`src/rtl/lsc_pkg.sv`:
```
package lsc_pkg;
  localparam int FRAC_BITS = 16;
  localparam int EPS_Q = ((1 << FRAC_BITS) + 500) / 1000;
  localparam logic [63:0] EPS_DEN = 64'(EPS_Q) << FRAC_BITS;
  localparam int SQRT_CELLS = 32;
  localparam int DIV_CELLS = 32 + 2 * FRAC_BITS;
  localparam int DIV_IDX_W = $clog2(DIV_CELLS);
  localparam int SQRT_IDX_W = $clog2(SQRT_CELLS);

  // register indexes
  localparam logic [3:0] REG_CAM_X = 4'd0;
  localparam logic [3:0] REG_CAM_Y = 4'd1;
  localparam logic [3:0] REG_CAM_Z = 4'd2;
  localparam logic [3:0] REG_TAN   = 4'd3;
  localparam logic [3:0] REG_TH4   = 4'd4;
  localparam logic [3:0] REG_TH3   = 4'd5;
  localparam logic [3:0] REG_TH2   = 4'd6;
  localparam logic [3:0] REG_TH1   = 4'd7;

  // detail levels
  localparam logic [2:0] LVL_0 = 3'd0;
  localparam logic [2:0] LVL_1 = 3'd1;
  localparam logic [2:0] LVL_2 = 3'd2;
  localparam logic [2:0] LVL_3 = 3'd3;
  localparam logic [2:0] LVL_4 = 3'd4;

  // data riding along the square root chain
  typedef struct packed {
    logic [31:0] radius;
    logic [31:0] prev;
    logic [2:0]  cur;
    logic        be;
    logic        over;
  } lsc_side_t;

  // data riding along the divider chain
  typedef struct packed {
    logic [31:0] radius;
    logic [31:0] prev;
    logic [31:0] dlen;
    logic [2:0]  cur;
    logic        be;
  } lsc_dside_t;
endpackage

```
`src/rtl/lsc_div_cell.sv`:
```
// One restoring division step; high steps only flag saturation
module lsc_div_cell import lsc_pkg::*; (
  input  logic                 clk_i,
  input  logic                 rst_ni,
  input  logic                 en_i,
  input  logic [DIV_IDX_W-1:0] idx_i,
  input  logic                 valid_i,
  input  logic [63:0]          rem_i,
  input  logic [63:0]          den_i,
  input  logic [31:0]          q_i,
  input  logic                 sat_i,
  input  lsc_dside_t           side_i,
  output logic                 valid_o,
  output logic [63:0]          rem_o,
  output logic [63:0]          den_o,
  output logic [31:0]          q_o,
  output logic                 sat_o,
  output lsc_dside_t           side_o
);
  localparam int LOW = 2 * FRAC_BITS;

  logic        num_bit, take;
  logic [64:0] shifted;
  logic [63:0] rem_d;
  logic [31:0] q_d;
  logic        sat_d;
  logic        valid_q, sat_q;
  logic [63:0] rem_q, den_q;
  logic [31:0] q_q;
  lsc_dside_t  side_q;

  always_comb begin
    num_bit = 1'b0;
    if (32'(idx_i) >= LOW) begin
      num_bit = side_i.radius[5'(32'(idx_i) - LOW)];
    end
    shifted = {rem_i, num_bit};
    take    = shifted >= {1'b0, den_i};
    rem_d   = take ? 64'(shifted - {1'b0, den_i}) : shifted[63:0];
    // quotient bits at or above bit 32 mean the result saturates
    if (32'(idx_i) >= 32) begin
      q_d   = q_i;
      sat_d = sat_i | take;
    end else begin
      q_d   = {q_i[30:0], take};
      sat_d = sat_i;
    end
  end

  always_ff @(posedge clk_i or negedge rst_ni) begin
    if (!rst_ni) begin
      valid_q <= 1'b0;
    end else if (en_i) begin
      valid_q <= valid_i;
    end
  end

  always_ff @(posedge clk_i) begin
    if (en_i) begin
      rem_q  <= rem_d;
      den_q  <= den_i;
      q_q    <= q_d;
      sat_q  <= sat_d;
      side_q <= side_i;
    end
  end

  assign valid_o = valid_q;
  assign rem_o   = rem_q;
  assign den_o   = den_q;
  assign q_o     = q_q;
  assign sat_o   = sat_q;
  assign side_o  = side_q;
endmodule

```
`config.mk`:
```
export PLATFORM = sky130hd
export DESIGN_NAME = lsc_div_cell
export DESIGN_NICKNAME = d
export VERILOG_FILES = /design/src/rtl/lsc_pkg.sv /design/src/rtl/lsc_div_cell.sv
export SDC_FILE = /design/constraint.sdc
export NUM_CORES = 1
export LEC_CHECK = 0
export ABC_CLOCK_PERIOD_IN_PS = 840
export CELL_PAD_IN_SITES_DETAIL_PLACEMENT = 0
export CELL_PAD_IN_SITES_GLOBAL_PLACEMENT = 1
export CORE_ASPECT_RATIO = 0.6
export CORE_UTILIZATION = 35
export DETAILED_ROUTE_END_ITERATION = 8
export DONT_BUFFER_PORTS = 1
export HOLD_SLACK_MARGIN = 0.02
export PLACE_DENSITY_LB_ADDON = 0.08
export RECOVER_POWER = 50
export SYNTH_ARGS = -nofsm -noshare
export SYNTH_HDL_FRONTEND = slang
export SYNTH_SLANG_ARGS = --single-unit
```
`constraint.sdc`:
```
create_clock -name clk_i -period 0.84 [get_ports clk_i]
set_input_delay 0.126 -clock clk_i [delete_from_list [all_inputs] [get_ports clk_i]]
set_output_delay 0.126 -clock clk_i [all_outputs]
set_load 0.02 [all_outputs]
```
==> implementation parameters <==
Parameter                              Value

Clock tree
  Number of buffers added to fix hold violations after cts    261
  Clk buf depth    3
  Post-CTS clock slew at the launch and capture registers of the worst setup and hold paths    0.07 ns
  Clk_lat worst skew    0.55 ns
  Number of levels in the clock H-tree    1
  TritonCTS clock tree    built
  Clock buffer count from CTS    26
  Clock Root Buffer    sky130_fd_sc_hd__clkbuf_16
  # clock sinks    262

Synthesis
  Cell type with the highest aggregate area in the netlist    sky130_fd_sc_hd__edfxtp_1
  EDFF count, synth    261
  Share of the yosys chip area belonging to registers    0.5794
  Mapped Cells    1,026
  Cell Area, Synth    13,570 µm²
  Async S/R FF share, synth    0.003817
  Primary FF master, synth    sky130_fd_sc_hd__edfxtp_1
  Dominant cells by area after synthesis    sky130_fd_sc_hd__edfxtp_1 (58%), sky130_fd_sc_hd__ha_1 (5.9%), sky130_fd_sc_hd__mux2_2 (5.0%), sky130_fd_sc_hd__mux2_4 (3.9%), sky130_fd_sc_hd__a21oi_1 (2.8%)
  Total of flip-flops plus latches after synthesis    262
  Area share of the leading cell type in the synthesized netlist    0.5776
  Synthesis Warnings    0
  Number of different library cells in the post-synthesis netlist    73
  Synthesized area divided by synthesized cell count    13.23 µm²
  Syn Nets    1,362

STA
  Count of final setup violators    328
  Total Negative Setup Slacks    -273.71 ns
  Part of the cycle the worst path needs    4.452
  Hold slack    -0.3444 ns
  Relative max-transition margin    0.5786
  Highest clock frequency the design can meet    267.4 MHz
  RSZ-0062 raised after global routing    yes
  Fin. max-slew vios    0
  Hold violation total from the final report    190
  Fin worst setup slack    -2.900 ns
  Crit path time final    3.740 ns
  Transition time of the tightest slew-check pin    0.6255 ns
  Clock Skew    0 ns

Critical path
  Crit. End Element    flop
  Worst setup path category    in -> reg
  Crit. Startpoint    idx_i[0]
  Stages on worst setup path    18
  Worst-path fanout max    8
  Register-to-Register Path Depth    1
  Largest incremental delay on the critical path    0.51 ns
  Origin of the critical flop-to-flop path    valid_o
  Cell at the slowest stage of the critical path    sky130_fd_sc_hd__mux4_2
  Required time of the critical path    1.16 ns
  Critical path launch point type    input port
  WP buf/inv    2
  Cell Chain, Critical Path    mux4_2 -> mux4_2 -> mux2_4 -> nand2_4 -> ha_4 -> fa_2 -> nor2b_1 -> o21a_1 -> a311o_1 -> a2111oi_4 -> buf_4 -> buf_6 -> o2111ai_2 -> nand2_2 -> nand4b_1 -> a31oi_1 -> xor2_1 -> mux2_4
  Critical Path AT    4.06 ns
  Largest delay contributor family on the critical path    multiplexers

Final layout
  Area taken by multi-input logic gates    5519 µm²
  Net count of the finished layout    1,907
  Area overhead of the layout relative to synthesis    48.81%
  Number of fill cells in the layout    3,309
  Final instance area    20,190 µm²
  FF/Latch Area    7863 µm²
  Fraction of final layout cells sized beyond drive strength 1    0.3069

Routing
  Number of search-and-repair iterations in the first detailed-routing pass    5
  Post-detailed-route DRC marker count    0
  Violation count after the first detailed-routing iteration    805
  Final wirelength    49,060 µm
  Via count normalized by instance count    5.010
  Routed via count    10.54k
  Antenna violation net count after detailed routing    0
  Routed wire per std cell    23.32 µm

Placed design
  Total half-perimeter wirelength after legalization and detailed placement    34,810 µm
  Placer congestion estimate    0.8617
  Port Buffers    0
  Standard cell area after detailed placement    16,150 µm²
  Placement-stage worst setup slack    -3.524 ns

Global route
  Antenna violations before repair    0
  Congestion Overflow GR    0
  Vias in the first global route    10.76k
  Global-route wire length before repair    70,600 µm
  Largest net degree at the start of global routing    263
  Overall track demand over capacity in global routing    0.2390

Run status
  Violated checks    hold timing, setup timing
  Result of the run    complete, but fails checks

Power
  Sequential Power Share    0.480
  Peak supply drop    1.285 mV
  Clock group share of total power    0.301
  Switching fraction of total power    0.2918
  Power per cell area    1915 nW/µm²
  NetSw    0.01128 W
  Internal Power    0.02738 W
  Final Total Pwr    0.03866 W
  Logic pwr share    0.219
  Leak pwr    8.305 nW

Floorplan
  Die outline height    154.5 µm
  Area of the die    39,590 µm²
  Number of top-level design ports    533
  Cell Rows    55
  Core region area    37,920 µm²
  Die span in x    256.2 µm
  Starting Density    0.3579

Run
  Max-cap violation count    0

Worst hold path
  Startpoint of the tightest hold check path    den_i[1]
  Cell depth of the worst hold path    0
  Hold/Removal Path Class    in -> reg
==> per-stage QoR <==
step / instances / utilization
after floorplan: 1026 / -
after global placement: 1767 / 0.4260
after detailed placement: 1767 / 0.4260
after CTS: 2096 / 0.5285
after global routing: 2103 / 0.5325
final: 2104 / 0.5325
==> metal layers <==
metal	vias up	GRT usage	wire length [µm]
met4	0	0.05047	990
li1	4969	-	-
met2	381	0.3806	22390
met1	5141	0.3411	23020
met5	-	0	0
met3	49	0.04146	2658
==> registers in the layout, indices dropped and copies added, names as in the netlist <==
name,cells
valid_o,1
side_o,100
sat_o,1
q_o,32
den_o,64
rem_o,64
==> power by group through the flow <==
stage	sequential, W	clock (W)	combinational, W
finish	0.0185	0.0116	0.00848
detailed placement	0.0188	0	0.00666
global route	0.0186	0.0124	0.00915
global placement	0.0188	0	0.00668
floorplan	0.0184	0	0.00407
CTS	0.0186	0.0120	0.00826
==> layout make-up <==
type / count / area share
Antenna cell: 1 / 0.0001239
Clock buffer: 31 / 0.03315
Clock inverter: 16 / 0.007560
Inverter: 78 / 0.01450
Multi-Input combinational cell: 648 / 0.2733
Sequential cell: 262 / 0.3894
Tap cell: 513 / 0.03179
Timing Repair Buffer: 555 / 0.2502
==> synthesized netlist by cell type (6+ instances only) <==
| library cell | number |
|---|---|
| sky130_fd_sc_hd__mux4_2 | 10 |
| sky130_fd_sc_hd__nand2b_1 | 6 |
| sky130_fd_sc_hd__xor2_1 | 24 |
| sky130_fd_sc_hd__a21oi_2 | 6 |
| sky130_fd_sc_hd__inv_1 | 78 |
| sky130_fd_sc_hd__clkbuf_1 | 24 |
| sky130_fd_sc_hd__nor2_1 | 41 |
| sky130_fd_sc_hd__xnor2_1 | 33 |
| sky130_fd_sc_hd__buf_2 | 8 |
| sky130_fd_sc_hd__ha_1 | 64 |
| sky130_fd_sc_hd__o21bai_1 | 7 |
| sky130_fd_sc_hd__mux2_2 | 60 |
| sky130_fd_sc_hd__nand2_1 | 55 |
| sky130_fd_sc_hd__edfxtp_1 | 261 |
| sky130_fd_sc_hd__nand3_1 | 16 |
| sky130_fd_sc_hd__nor2b_1 | 6 |
| sky130_fd_sc_hd__o21ai_0 | 38 |
| sky130_fd_sc_hd__a21o_1 | 27 |
| sky130_fd_sc_hd__nor3_1 | 13 |
| sky130_fd_sc_hd__o21a_1 | 7 |
| sky130_fd_sc_hd__nand4_1 | 19 |
| sky130_fd_sc_hd__a31oi_1 | 6 |
| sky130_fd_sc_hd__and2_1 | 11 |
| sky130_fd_sc_hd__mux2_4 | 35 |
| sky130_fd_sc_hd__a21oi_1 | 77 |
==> cell families after synthesis <==
logic type      after synthesis  share of synthesized area
flops                       262                     0.5794
simple gates                192                    0.06962
buf+inv                     118                    0.03615
compound gates              224                     0.1102
xor+xnor                     57                    0.03679
fa+ha+maj                    65                    0.06049
mux                         108                     0.1073
==> cells in the final DEF, fill, tap and decap left out, types with 4 or more instances in the layout <==
cell type	count
sky130_fd_sc_hd__clkbuf_16	27
sky130_fd_sc_hd__clkbuf_1	5
sky130_fd_sc_hd__or3_1	4
sky130_fd_sc_hd__nand2_1	53
sky130_fd_sc_hd__dlygate4sd3_1	261
sky130_fd_sc_hd__o21a_1	7
sky130_fd_sc_hd__nand2b_1	6
sky130_fd_sc_hd__nand4_1	19
sky130_fd_sc_hd__xor2_1	24
sky130_fd_sc_hd__edfxtp_1	261
sky130_fd_sc_hd__a21oi_1	72
sky130_fd_sc_hd__and2_1	11
sky130_fd_sc_hd__buf_12	7
sky130_fd_sc_hd__inv_1	78
sky130_fd_sc_hd__clkinv_2	4
sky130_fd_sc_hd__o211ai_1	5
sky130_fd_sc_hd__xnor2_1	33
sky130_fd_sc_hd__nor2b_1	5
sky130_fd_sc_hd__o21ai_1	6
sky130_fd_sc_hd__nand3_1	16
sky130_fd_sc_hd__buf_4	274
sky130_fd_sc_hd__a21oi_2	9
sky130_fd_sc_hd__a31oi_1	4
sky130_fd_sc_hd__buf_16	5
sky130_fd_sc_hd__o21bai_1	6
sky130_fd_sc_hd__a211oi_1	5
sky130_fd_sc_hd__mux4_2	10
sky130_fd_sc_hd__o21ai_0	32
sky130_fd_sc_hd__mux2_2	51
sky130_fd_sc_hd__mux2_4	44
sky130_fd_sc_hd__nor2_1	41
sky130_fd_sc_hd__nor3_1	13
sky130_fd_sc_hd__ha_1	63
sky130_fd_sc_hd__buf_6	7
sky130_fd_sc_hd__clkinv_1	4
sky130_fd_sc_hd__a21o_1	27
sky130_fd_sc_hd__and3_1	4
==> path summary, 6_finish.rpt <==
path / endpoint / slack, ns
setup reg to reg: valid_o / 0.08
min in group asynchronous: valid_o / 0.31
max in group asynchronous: valid_o / 0.43
setup / recovery: rem_o[58] / -2.90
hold reg to reg: valid_o / 0.54
hold / removal: den_o[1] / -0.34
==> what timing repair did <==
item / 4_1_cts / 5_1_grt
hold endpoints to repair: 524 / 299
pin swaps: 28 / 16
gates cloned: 6 / 2
setup buffers: 16 / 6
gates resized for setup: 36 / 21
setup endpoints to repair: 328 / 328
No activity file was read; power rests on OpenSTA's default activity.
